### src/rtl/lbe_pkg.sv
// ----------------------------------------------------------------------------
// lbe_pkg
// Shared types, codes, microcode program and constant helpers for the
// shifted Legendre basis evaluator.
// ----------------------------------------------------------------------------
package lbe_pkg;

  // output format: signed Q5.16
  localparam int OUT_W   = 22;
  localparam int OUT_MAX = 2097151;
  localparam int OUT_MIN = -2097152;

  // sqrt(2m+1) as unsigned Q16, m <= 63, fits in 20 bits
  localparam int SCALE_W = 20;

  // sequencer step codes
  localparam int PC_W = 4;
  localparam logic [PC_W-1:0] ST_IDLE = 4'd0;
  localparam logic [PC_W-1:0] ST_L0   = 4'd1;
  localparam logic [PC_W-1:0] ST_L1   = 4'd2;
  localparam logic [PC_W-1:0] ST_L2   = 4'd3;
  localparam logic [PC_W-1:0] ST_L3   = 4'd4;
  localparam logic [PC_W-1:0] ST_L4   = 4'd5;
  localparam logic [PC_W-1:0] ST_L5   = 4'd6;
  localparam logic [PC_W-1:0] ST_FIN0 = 4'd7;
  localparam logic [PC_W-1:0] ST_FIN1 = 4'd8;

  // multiplier operand A select
  localparam logic [1:0] MA_B = 2'd0;
  localparam logic [1:0] MA_A = 2'd1;
  localparam logic [1:0] MA_T = 2'd2;
  localparam logic [1:0] MA_H = 2'd3;

  // multiplier operand B select
  localparam logic [2:0] MB_X     = 3'd0;
  localparam logic [2:0] MB_N     = 3'd1;
  localparam logic [2:0] MB_N2P1  = 3'd2;
  localparam logic [2:0] MB_RECIP = 3'd3;
  localparam logic [2:0] MB_SCALE = 3'd4;

  // branch kinds
  localparam logic [2:0] BR_NEXT     = 3'd0;
  localparam logic [2:0] BR_GO       = 3'd1;
  localparam logic [2:0] BR_EXIT     = 3'd2;  // to target once n >= degree
  localparam logic [2:0] BR_WAIT_IN  = 3'd3;  // to target when an input word arrives
  localparam logic [2:0] BR_WAIT_OUT = 3'd4;  // to target when the output slot is free

  // one control word of the program
  typedef struct packed {
    logic            mul_en;
    logic [1:0]      ma_sel;
    logic [2:0]      mb_sel;
    logic            t_ld;
    logic            acc_ld;
    logic            h_ld;
    logic            b_ld;
    logic            res_ld;
    logic [2:0]      br;
    logic [PC_W-1:0] target;
  } uop_t;

  // datapath controls, gated by the sequencer
  typedef struct packed {
    logic       ld_in;
    logic       mul_en;
    logic [1:0] ma_sel;
    logic [2:0] mb_sel;
    logic       t_ld;
    logic       acc_ld;
    logic       h_ld;
    logic       b_ld;
    logic       res_ld;
  } dp_ctl_t;

  // Program ROM: six steps per recurrence iteration, two to scale and store.
  function automatic uop_t ucode(input logic [PC_W-1:0] pc);
    uop_t u;
    u = '0;
    unique case (pc)
      ST_IDLE: begin
        u.br     = BR_WAIT_IN;
        u.target = ST_L0;
      end
      ST_L0: begin  // x*b, leave the loop when done
        u.mul_en = 1'b1;
        u.ma_sel = MA_B;
        u.mb_sel = MB_X;
        u.br     = BR_EXIT;
        u.target = ST_FIN0;
      end
      ST_L1: begin  // t = round(x*b), start n*a
        u.t_ld   = 1'b1;
        u.mul_en = 1'b1;
        u.ma_sel = MA_A;
        u.mb_sel = MB_N;
        u.br     = BR_NEXT;
      end
      ST_L2: begin  // acc = -n*a, start (2n+1)*t
        u.acc_ld = 1'b1;
        u.mul_en = 1'b1;
        u.ma_sel = MA_T;
        u.mb_sel = MB_N2P1;
        u.br     = BR_NEXT;
      end
      ST_L3: begin  // h = clamp(acc + (2n+1)*t)
        u.h_ld = 1'b1;
        u.br   = BR_NEXT;
      end
      ST_L4: begin  // h / (n+1) by reciprocal
        u.mul_en = 1'b1;
        u.ma_sel = MA_H;
        u.mb_sel = MB_RECIP;
        u.br     = BR_NEXT;
      end
      ST_L5: begin  // shift a <- b, b <- new term, n++
        u.b_ld   = 1'b1;
        u.br     = BR_GO;
        u.target = ST_L0;
      end
      ST_FIN0: begin  // b * sqrt(2m+1)
        u.mul_en = 1'b1;
        u.ma_sel = MA_B;
        u.mb_sel = MB_SCALE;
        u.br     = BR_NEXT;
      end
      ST_FIN1: begin
        u.res_ld = 1'b1;
        u.br     = BR_WAIT_OUT;
        u.target = ST_IDLE;
      end
      default: begin
        u.br     = BR_GO;
        u.target = ST_IDLE;
      end
    endcase
    return u;
  endfunction

  // sqrt(2m+1) in Q16, rounded to nearest; evaluated at elaboration only
  function automatic logic [SCALE_W-1:0] scale_q16(input int m);
    longint unsigned v;
    longint unsigned rem;
    longint unsigned r;
    longint unsigned bitv;
    v    = 64'(2 * m + 1) << 32;
    rem  = v;
    r    = 64'd0;
    bitv = 64'd1 << 62;
    for (int i = 0; i < 32; i++) begin
      if (rem >= r + bitv) begin
        rem = rem - (r + bitv);
        r   = (r >> 1) + bitv;
      end else begin
        r = r >> 1;
      end
      bitv = bitv >> 2;
    end
    if (v - r * r > r) begin
      r = r + 64'd1;
    end
    return SCALE_W'(r);
  endfunction

endpackage

### src/rtl/lbe_datapath.sv
// ----------------------------------------------------------------------------
// lbe_datapath
// Operand registers, one shared signed multiplier, rounding, clamps and the
// reciprocal and scale tables for the Bonnet recurrence.
// ----------------------------------------------------------------------------
module lbe_datapath #(
  parameter int MAX_DEGREE = 63,
  parameter int FRAC_BITS  = 16
) (
  input  logic                             clk,
  input  lbe_pkg::dp_ctl_t                 ctl,
  input  logic [5:0]                       degree,
  input  logic [16:0]                      position,
  output logic                             n_done,
  output logic signed [lbe_pkg::OUT_W-1:0] value
);
  import lbe_pkg::*;

  localparam int DEG_LIM = (MAX_DEGREE < 63) ? MAX_DEGREE : 63;
  localparam int NW      = (DEG_LIM < 2) ? 1 : $clog2(DEG_LIM + 1);
  localparam int TBL     = 1 << NW;
  localparam int PW      = FRAC_BITS + 4;    // x, a, b, t: within +-4.0
  localparam int HW      = FRAC_BITS + 11;   // acc, h: within +-756
  localparam int MBW     = (FRAC_BITS + 2 > SCALE_W + 1) ? FRAC_BITS + 2 : SCALE_W + 1;
  localparam int MW      = HW + MBW;         // product
  localparam int SHL     = (FRAC_BITS >= 16) ? FRAC_BITS - 16 : 0;
  localparam int SHR     = (FRAC_BITS < 16) ? 16 - FRAC_BITS : 1;

  localparam logic signed [PW-1:0] ONE     = PW'(1) << FRAC_BITS;
  localparam logic signed [MW-1:0] HALF    = MW'(1) << (FRAC_BITS - 1);
  localparam logic signed [MW-1:0] HALF_M1 = HALF - MW'(1);
  localparam logic signed [MW-1:0] BLIM    = MW'(4) << FRAC_BITS;
  localparam logic signed [MW-1:0] BLIM_N  = -BLIM;
  localparam logic signed [MW-1:0] VMAX    = MW'(OUT_MAX);
  localparam logic signed [MW-1:0] VMIN    = MW'(OUT_MIN);

  logic signed [PW-1:0] x, a, b, t;
  logic signed [HW-1:0] acc, h;
  logic [NW-1:0]        n, deg;
  logic signed [MW-1:0] prod;

  // constant tables
  logic [FRAC_BITS-1:0] recip [TBL];
  logic [SCALE_W-1:0]   scale [TBL];

  for (genvar k = 0; k < TBL; k++) begin : g_tbl
    if (k >= 2 && k <= DEG_LIM) begin : g_rc
      localparam longint unsigned KV = k;
      localparam longint unsigned RV = ((64'd1 << FRAC_BITS) + KV / 2) / KV;
      assign recip[k] = FRAC_BITS'(RV);
    end else begin : g_rz
      assign recip[k] = '0;
    end
    assign scale[k] = scale_q16(k);
  end

  // input mapping: clamp position and degree, x = 2t - 1 rescaled to QF
  logic [16:0]          pos_c;
  logic signed [18:0]   x16;
  logic signed [PW-1:0] x_in;
  logic [NW-1:0]        deg_in;

  assign pos_c  = (position > 17'd65536) ? 17'd65536 : position;
  assign x16    = $signed({1'b0, pos_c, 1'b0}) - 19'sd65536;
  assign deg_in = ({1'b0, degree} > 7'(DEG_LIM)) ? NW'(DEG_LIM) : degree[NW-1:0];

  if (FRAC_BITS >= 16) begin : g_xup
    assign x_in = PW'(x16) <<< SHL;
  end else begin : g_xdn
    localparam logic signed [18:0] XH   = 19'sd1 <<< (SHR - 1);
    localparam logic signed [18:0] XHM1 = XH - 19'sd1;
    logic signed [18:0] xs;
    assign xs   = x16 + (x16[18] ? XHM1 : XH);
    assign x_in = PW'(xs >>> SHR);
  end

  // multiplier operands
  logic [NW:0]           n1;
  logic signed [HW-1:0]  ma;
  logic signed [MBW-1:0] mb;
  logic signed [MW-1:0]  mul_out;

  assign n1 = (NW + 1)'(n) + 1'b1;

  always_comb begin
    case (ctl.ma_sel)
      MA_B:    ma = HW'(b);
      MA_A:    ma = HW'(a);
      MA_T:    ma = HW'(t);
      default: ma = h;
    endcase
  end

  always_comb begin
    case (ctl.mb_sel)
      MB_X:     mb = MBW'(x);
      MB_N:     mb = $signed(MBW'(n));
      MB_N2P1:  mb = $signed(MBW'({n, 1'b1}));
      MB_RECIP: mb = $signed(MBW'(recip[n1[NW-1:0]]));
      MB_SCALE: mb = $signed(MBW'(scale[deg]));
      default:  mb = '0;
    endcase
  end

  assign mul_out = ma * mb;

  // round half away from zero, back by FRAC_BITS
  logic signed [MW-1:0] rsum, rnd;
  assign rsum = prod + (prod[MW-1] ? HALF_M1 : HALF);
  assign rnd  = rsum >>> FRAC_BITS;

  // Pn clamp to +-4.0
  logic signed [MW-1:0] b_cl;
  assign b_cl = (rnd > BLIM) ? BLIM : ((rnd < BLIM_N) ? BLIM_N : rnd);

  // h = (2n+1)t - n a, clamped to +-4(n+1)
  logic signed [MW-1:0] hsum, hlim, h_cl;
  assign hsum = MW'(acc) + prod;
  assign hlim = $signed(MW'(n1)) <<< (FRAC_BITS + 2);
  assign h_cl = (hsum > hlim) ? hlim : ((hsum < -hlim) ? -hlim : hsum);

  // output saturation
  logic signed [MW-1:0] v_sat;
  assign v_sat = (rnd > VMAX) ? VMAX : ((rnd < VMIN) ? VMIN : rnd);

  assign n_done = (n >= deg);

  // datapath registers
  always_ff @(posedge clk) begin
    if (ctl.ld_in) begin
      x   <= x_in;
      a   <= ONE;
      b   <= (deg_in == '0) ? ONE : x_in;
      n   <= NW'(1);
      deg <= deg_in;
    end
    if (ctl.mul_en) begin
      prod <= mul_out;
    end
    if (ctl.t_ld) begin
      t <= PW'(rnd);
    end
    if (ctl.acc_ld) begin
      acc <= HW'(-prod);
    end
    if (ctl.h_ld) begin
      h <= HW'(h_cl);
    end
    if (ctl.b_ld) begin
      a <= b;
      b <= PW'(b_cl);
      n <= n1[NW-1:0];
    end
    if (ctl.res_ld) begin
      value <= OUT_W'(v_sat);
    end
  end

endmodule

### config.mk
export PLATFORM = sky130hd
export DESIGN_NAME = lbe_datapath
export DESIGN_NICKNAME = d
export VERILOG_FILES = /design/src/rtl/lbe_pkg.sv /design/src/rtl/lbe_datapath.sv
export SDC_FILE = /design/constraint.sdc
export NUM_CORES = 2
export LEC_CHECK = 0
export BUFFER_PORTS_ARGS = -buffer_cell sky130_fd_sc_hd__buf_2
export CORE_MARGIN = 5
export CORE_UTILIZATION = 60
export CTS_CLUSTER_SIZE = 30
export DETAILED_ROUTE_END_ITERATION = 6
export PLACE_DENSITY = 0.77
export SLEW_MARGIN = 10
export SYNTH_ARGS = -nofsm -noshare
export SYNTH_HDL_FRONTEND = slang
export SYNTH_SLANG_ARGS = --single-unit
### constraint.sdc
create_clock -name clk -period 24.3 [get_ports clk]
set_input_delay 2.43 -clock clk [delete_from_list [all_inputs] [get_ports clk]]
set_output_delay 2.43 -clock clk [all_outputs]
set_load 0.01 [all_outputs]
* Word level (Yosys, flattened, before mapping)
Memory sizes are Yosys's and may differ from the RTL's.
Index checks and enable logic that the tools add are counted.
** Storage, ports and cells
- Register bits after elaboration :: 215
- Bits in latches :: 0
- Memory bits (writable) :: 0
- Memory bits (read-only) :: 2304
- Output and inout bits :: 23
- Word-level logic and storage cells :: 62
- Memories :: 2
** Cells by class
- Add/sub/neg operators :: 6
- Multipliers :: 1
- Div/mod/pow operators :: 0
- $lt $le $gt $ge :: 10
- Equal/unequal tests :: 6
- Shifts and indexed selects :: 0
- Mux-type cells :: 20
- Bitwise logic cells :: 2
- Reductions and logical operators :: 4
** Memory list
- (name not given) :: depth 64, bits a word 20, read ports 1, clocked after memory_dff 0, wr ports 0, line lbe_datapath.sv:100 : MB_SCALE: mb = $signed(MBW'(scale[deg]));
- (name not given) :: depth 64, bits a word 16, read ports 1, clocked after memory_dff 0, wr ports 0, line lbe_datapath.sv:99 : MB_RECIP: mb = $signed(MBW'(recip[n1[NW-1:0]]));
** Operators with widths (count)
- 20-bit 2-to-1 mux :: 9
- 21-bit case mux with 5 select lines :: 1
- 27-bit case mux with 3 select lines :: 1
- 27-bit by 48-bit adder with 48-bit output :: 1
- 48-bit by 17-bit adder with 48-bit output :: 1
- 48-bit by 26-bit greater-than comparator with 1-bit output :: 1
- 48-bit less-than comparator :: 1
- 27-bit by 21-bit multiplier with 48-bit output :: 1
- 16-bit 2-to-1 mux :: 3
- 25-bit negator with 48-bit output :: 1
- 32-bit by 20-bit greater-than comparator with 1-bit output (second input constant) :: 1
- 32-bit by 22-bit greater-than comparator with 1-bit output (second input constant) :: 1
- 32-bit by 19-bit less-than comparator with 1-bit output (second input constant) :: 1
- 32-bit by 22-bit less-than comparator with 1-bit output (second input constant) :: 1
- 27-bit 2-to-1 mux :: 1
- 27-bit negator :: 1
- 25-bit 2-to-1 mux :: 1
- 22-bit 2-to-1 mux :: 1
- 18-bit by 17-bit subtractor with 19-bit output (second input constant) :: 1
- 17-bit greater-than comparator (second input constant) :: 1
- 17-bit 2-to-1 mux :: 1
- 7-bit greater-or-equal comparator (second input constant) :: 2
- 6-bit inverter with 7-bit output :: 2
- 6-bit 2-to-1 mux :: 2
- 11 further kinds :: 12

* Longest topological paths before layout
- Depth in word-level cells :: 7
- Gate-level depth with buffers :: 43
- Gate-level depth less buffers :: 40

* Worst setup path before layout
OpenSTA, ideal clock, no wires.
- Kind :: input to register
- Start point :: in ctl[8] (netlist bit)
- End point :: reg prod[47], data pin
- Arrival :: 11.215 ns
- Required time :: 24.040 ns
- Setup slack :: 12.825 ns
- Stages on the path :: 30
- Path through :: buf_1 clkbuf_1 clkbuf_1 mux2_2 o21ai_1 nor2_1 fa_1 inv_1 fa_1 fa_1 inv_1 fa_1 fa_1 fa_1 inv_1 fa_1 inv_1 ha_1 a21o_1 a211oi_1 nor2_1 a221o_1 a31oi_1 a211oi_1 o31ai_1 a211oi_1 or4_1 a31o_2 a21oi_1 xnor2_1
** Between the ends
- Longest elaborated chain between the ends :: 3
- Elaborated cells on any way between the ends :: 5
- Those cells by class :: 1 x mul; 2 x eq/ne; 1 x mux; 1 x reduce/logical
** Ends and longest elaborated chain
- start: declaration :: line lbe_datapath.sv:11 : input lbe_pkg::dp_ctl_t ctl,
- 2-bit == test, or another cell as far along :: line lbe_datapath.sv:86 : case (ctl.ma_sel)
- 27-bit case mux with 3 select lines * :: line lbe_datapath.sv:86
- 27-bit by 21-bit multiplier with 48-bit output * :: line lbe_datapath.sv:105 : assign mul_out = ma * mb;
- net mul_out[47] :: line lbe_datapath.sv:81 : logic signed [MW-1:0] mul_out;
- end signal: assignment :: line lbe_datapath.sv:138 : prod <= mul_out;
- end: declaration :: line lbe_datapath.sv:40 : logic signed [MW-1:0] prod;
Mark *: on every way through the listed nets, which the timed path passes. The rest lies on a longest branch.
A chain may end at the register's enable or synchronous reset.

* Final worst setup path
- Start point :: in ctl[6] (netlist bit)
- End point :: reg prod[47], data pin
** Between the ends
- Longest elaborated chain between the ends :: 3
- Elaborated cells on any way between the ends :: 7
- Those cells by class :: 1 x mul; 4 x eq/ne; 1 x mux; 1 x reduce/logical
** Ends and longest elaborated chain
- 3-bit == test, or another cell as far along :: line lbe_datapath.sv:95 : case (ctl.mb_sel)
- 21-bit case mux with 5 select lines * :: line lbe_datapath.sv:95
- 27-bit by 21-bit multiplier with 48-bit output * :: line lbe_datapath.sv:105
- net mul_out[47] :: line lbe_datapath.sv:81
Marked as above.

==> flow_summary.json <==
{
  "cts_made_buffers": 24,
  "io_pins": 59,
  "dr.first_iter.drc_count": 3365,
  "grt_pass1_wl_um": 175000,
  "synth.distinct_cells": 83,
  "grt_start_max_net_pins": 80,
  "period_share_pct": 51.1,
  "crit_path_top_delay_cell": "a211oi_1",
  "setup_viol": 0,
  "ys_seq_area_share_pct": 17.1,
  "max_stage_delay_ps": 810,
  "slew_violations": 0,
  "max_cap_violations": 0,
  "rsz0062_at_grt": "false",
  "drtAntennaViolNets": 0,
  "synthFlopType": "edfxtp_1",
  "worstPathMaxFanout": 27,
  "synth_edf_count": 214,
  "dieArea_um2": 67700,
  "clk_path_buf_depth": 3,
  "gp_congestion": 1.05,
  "endpoint_kind": "flip-flop",
  "clkSinkCount": 214,
  "place.port_buffers": 58,
  "antenna_found_initial": 1,
  "setup_tns_ps": 0,
  "synth_cells": 4253,
  "first_pass_iters": 7,
  "violations": "DRC",
  "cts_tree": "done",
  "clkTransAtPathRegs_ps": 60,
  "final.setup_skew_ps": 20.1,
  "drive_gt1_share_pct": 5.48,
  "grt_pass1_vias": 30700,
  "avgViaCountPerCell": 6.11,
  "fmax_mhz": 80.6,
  "area_delta_synth_final_pct": 4.96,
  "netlist_area_um2": 37600,
  "vias": 30800,
  "start_util_pct": 60.8,
  "utilization_pct": 63.8,
  "core_um2": 61800,
  "whs_ps": 538,
  "place_area_um2": 38600,
  "slew_headroom_pct": 17.4,
  "grt_use_total_pct": 33.1,
  "grt_overflow": 0,
  "fillers": 5181,
  "mostFrequentLayoutCells": "inv_1, fa_1, nand2_1",
  "die_w_um": 260,
  "fin_crit_ps": 12410,
  "cts_max_level": 1,
  "hpwlAfterDp_um": 86300,
  "layout_commonest_cell": "inv_1",
  "cp.required_ps": 24580,
  "holdBufCountCts": 0,
  "cp-start-kind": "input port",
  "tightest_slew_ps": 1240,
  "cpMostUsedCell": "inv_1",
  "drcViolationCount": 1,
  "clk_latency_ps": 560,
  "multiInputGateArea_um2": 27400,
  "ys_warn_count": 0,
  "holdCritPathClass": "reg -> reg",
  "finalHoldViolations": 0,
  "worstSetupPathType": "in -> reg",
  "run_status": "finished, violations left",
  "regArea_um2": 6430,
  "synth.avg_cell_area_um2": 8.84,
  "post_cts_buffers": 0,
  "synth_fp_nets": 5120,
  "clockRootBuffer": "clkbuf_16",
  "routed_wl_um": 111000,
  "synth_async_sr_flop_share_pct": 0,
  "die_y_um": 260,
  "fin_area_um2": 39400,
  "cts-resized-gates": 0,
  "worst-endpoint-arrival_ps": 12700,
  "finalNetCount": 5049,
  "ys_ff_latch": 214,
  "num_rows": 91,
  "wire_per_inst_um": 22.1
}
-- state kept, by name, indices dropped and copies added, names as in the netlist --
name   flops
x         18
n          6
b         20
acc       27
t         20
value     22
a         20
prod      48
h         27
deg        6
-- metal layers --
metal  track usage, %  part of all wire, %  vias to the layer above
met5                0                0.015                        -
met4             14.6                  5.6                        2
met3             6.38                   11                      360
met2             53.0                   46                     1707
met1             44.4                   37                    15100
li1                 -                    -                    13600
-- layout make-up --
| class | instances | share of cell area, % |
|---|---|---|
| flip-flops and latches | 214 | 16.3 |
| well taps | 837 | 2.66 |
| clock buffers | 26 | 1.54 |
| repair buffers | 126 | 2.03 |
| clock inverters | 17 | 0.482 |
| multi-input cells | 3033 | 69.5 |
| inverters | 783 | 7.45 |
| diodes | 1 | 0.00634 |
-- logic make-up after synthesis --
group / Yosys count / share of synthesized area (%)
multiplexers: 52 / 1.92
flip-flops: 214 / 17.1
buffers and inverters: 1006 / 10.1
AO/OA/AOI/OAI: 703 / 11.9
XOR/XNOR: 156 / 3.64
AND/OR/NAND/NOR: 1290 / 16.1
adder cells (fa/ha/maj): 832 / 39.2
-- critical path, delay by kind of cell --
family,cells,cell delay [ps]
adder cells (fa/ha/maj),8,3690
AND/OR/NAND/NOR,8,2860
AO/OA/AOI/OAI,7,2630
buffers and inverters,9,920
XOR/XNOR,1,120
-- worst paths after layout --
check / startpoint / end / slack [ps] / cells past startpoint
worst min register to register: b[16] / a[16] / 540 / 1
worst max register to register: n[1] / prod[47] / 12710 / 40
worst max-delay path: ctl[6] / prod[47] / 11890 / 33
worst min-delay path: b[16] / a[16] / 540 / 1
-- Yosys cell counts (8+ instances only) --
cell | number | share of area (%)
and2_1 | 108 | 1.8
a21oi_1 | 200 | 2.7
o21ai_0 | 157 | 2.1
nor2_1 | 269 | 2.7
mux2_2 | 10 | 0.30
o31ai_1 | 8 | 0.16
edfxtp_1 | 214 | 17
nor2b_1 | 79 | 1.3
o21a_1 | 26 | 0.52
a22oi_1 | 9 | 0.18
o211ai_1 | 28 | 0.56
xnor2_1 | 99 | 2.3
ha_1 | 257 | 8.6
nand4_1 | 36 | 0.60
nand2b_1 | 31 | 0.52
clkbuf_1 | 200 | 2.0
a211o_1 | 10 | 0.23
or2_2 | 8 | 0.13
a21o_1 | 50 | 1.0
nor2_4 | 10 | 0.30
fa_1 | 574 | 31
o22ai_1 | 15 | 0.25
nor4_1 | 23 | 0.38
mux2i_1 | 27 | 0.72
a311oi_1 | 10 | 0.23
o21bai_1 | 14 | 0.28
nor3b_1 | 10 | 0.20
inv_1 | 782 | 7.8
nand2_1 | 557 | 5.6
nor3_1 | 37 | 0.49
o21ai_1 | 9 | 0.12
and3_1 | 28 | 0.47
or3_1 | 9 | 0.15
nand3_1 | 44 | 0.59
and4_1 | 15 | 0.35
mux4_2 | 15 | 0.90
buf_1 | 18 | 0.18
a221oi_1 | 9 | 0.21
xor2_1 | 57 | 1.3
a211oi_1 | 43 | 0.86
a31oi_1 | 35 | 0.58
-- stage by stage --
stage	setup slack, ps	instances
after global routing	11530	5036
final	11890	5037
after global placement	11890	4993
after floorplan	12830	4253
after detailed placement	11730	4993
after CTS	12250	5036
Power is not shown: default switching activity piles up to over one toggle a cycle in this logic, so the estimate is an artifact.
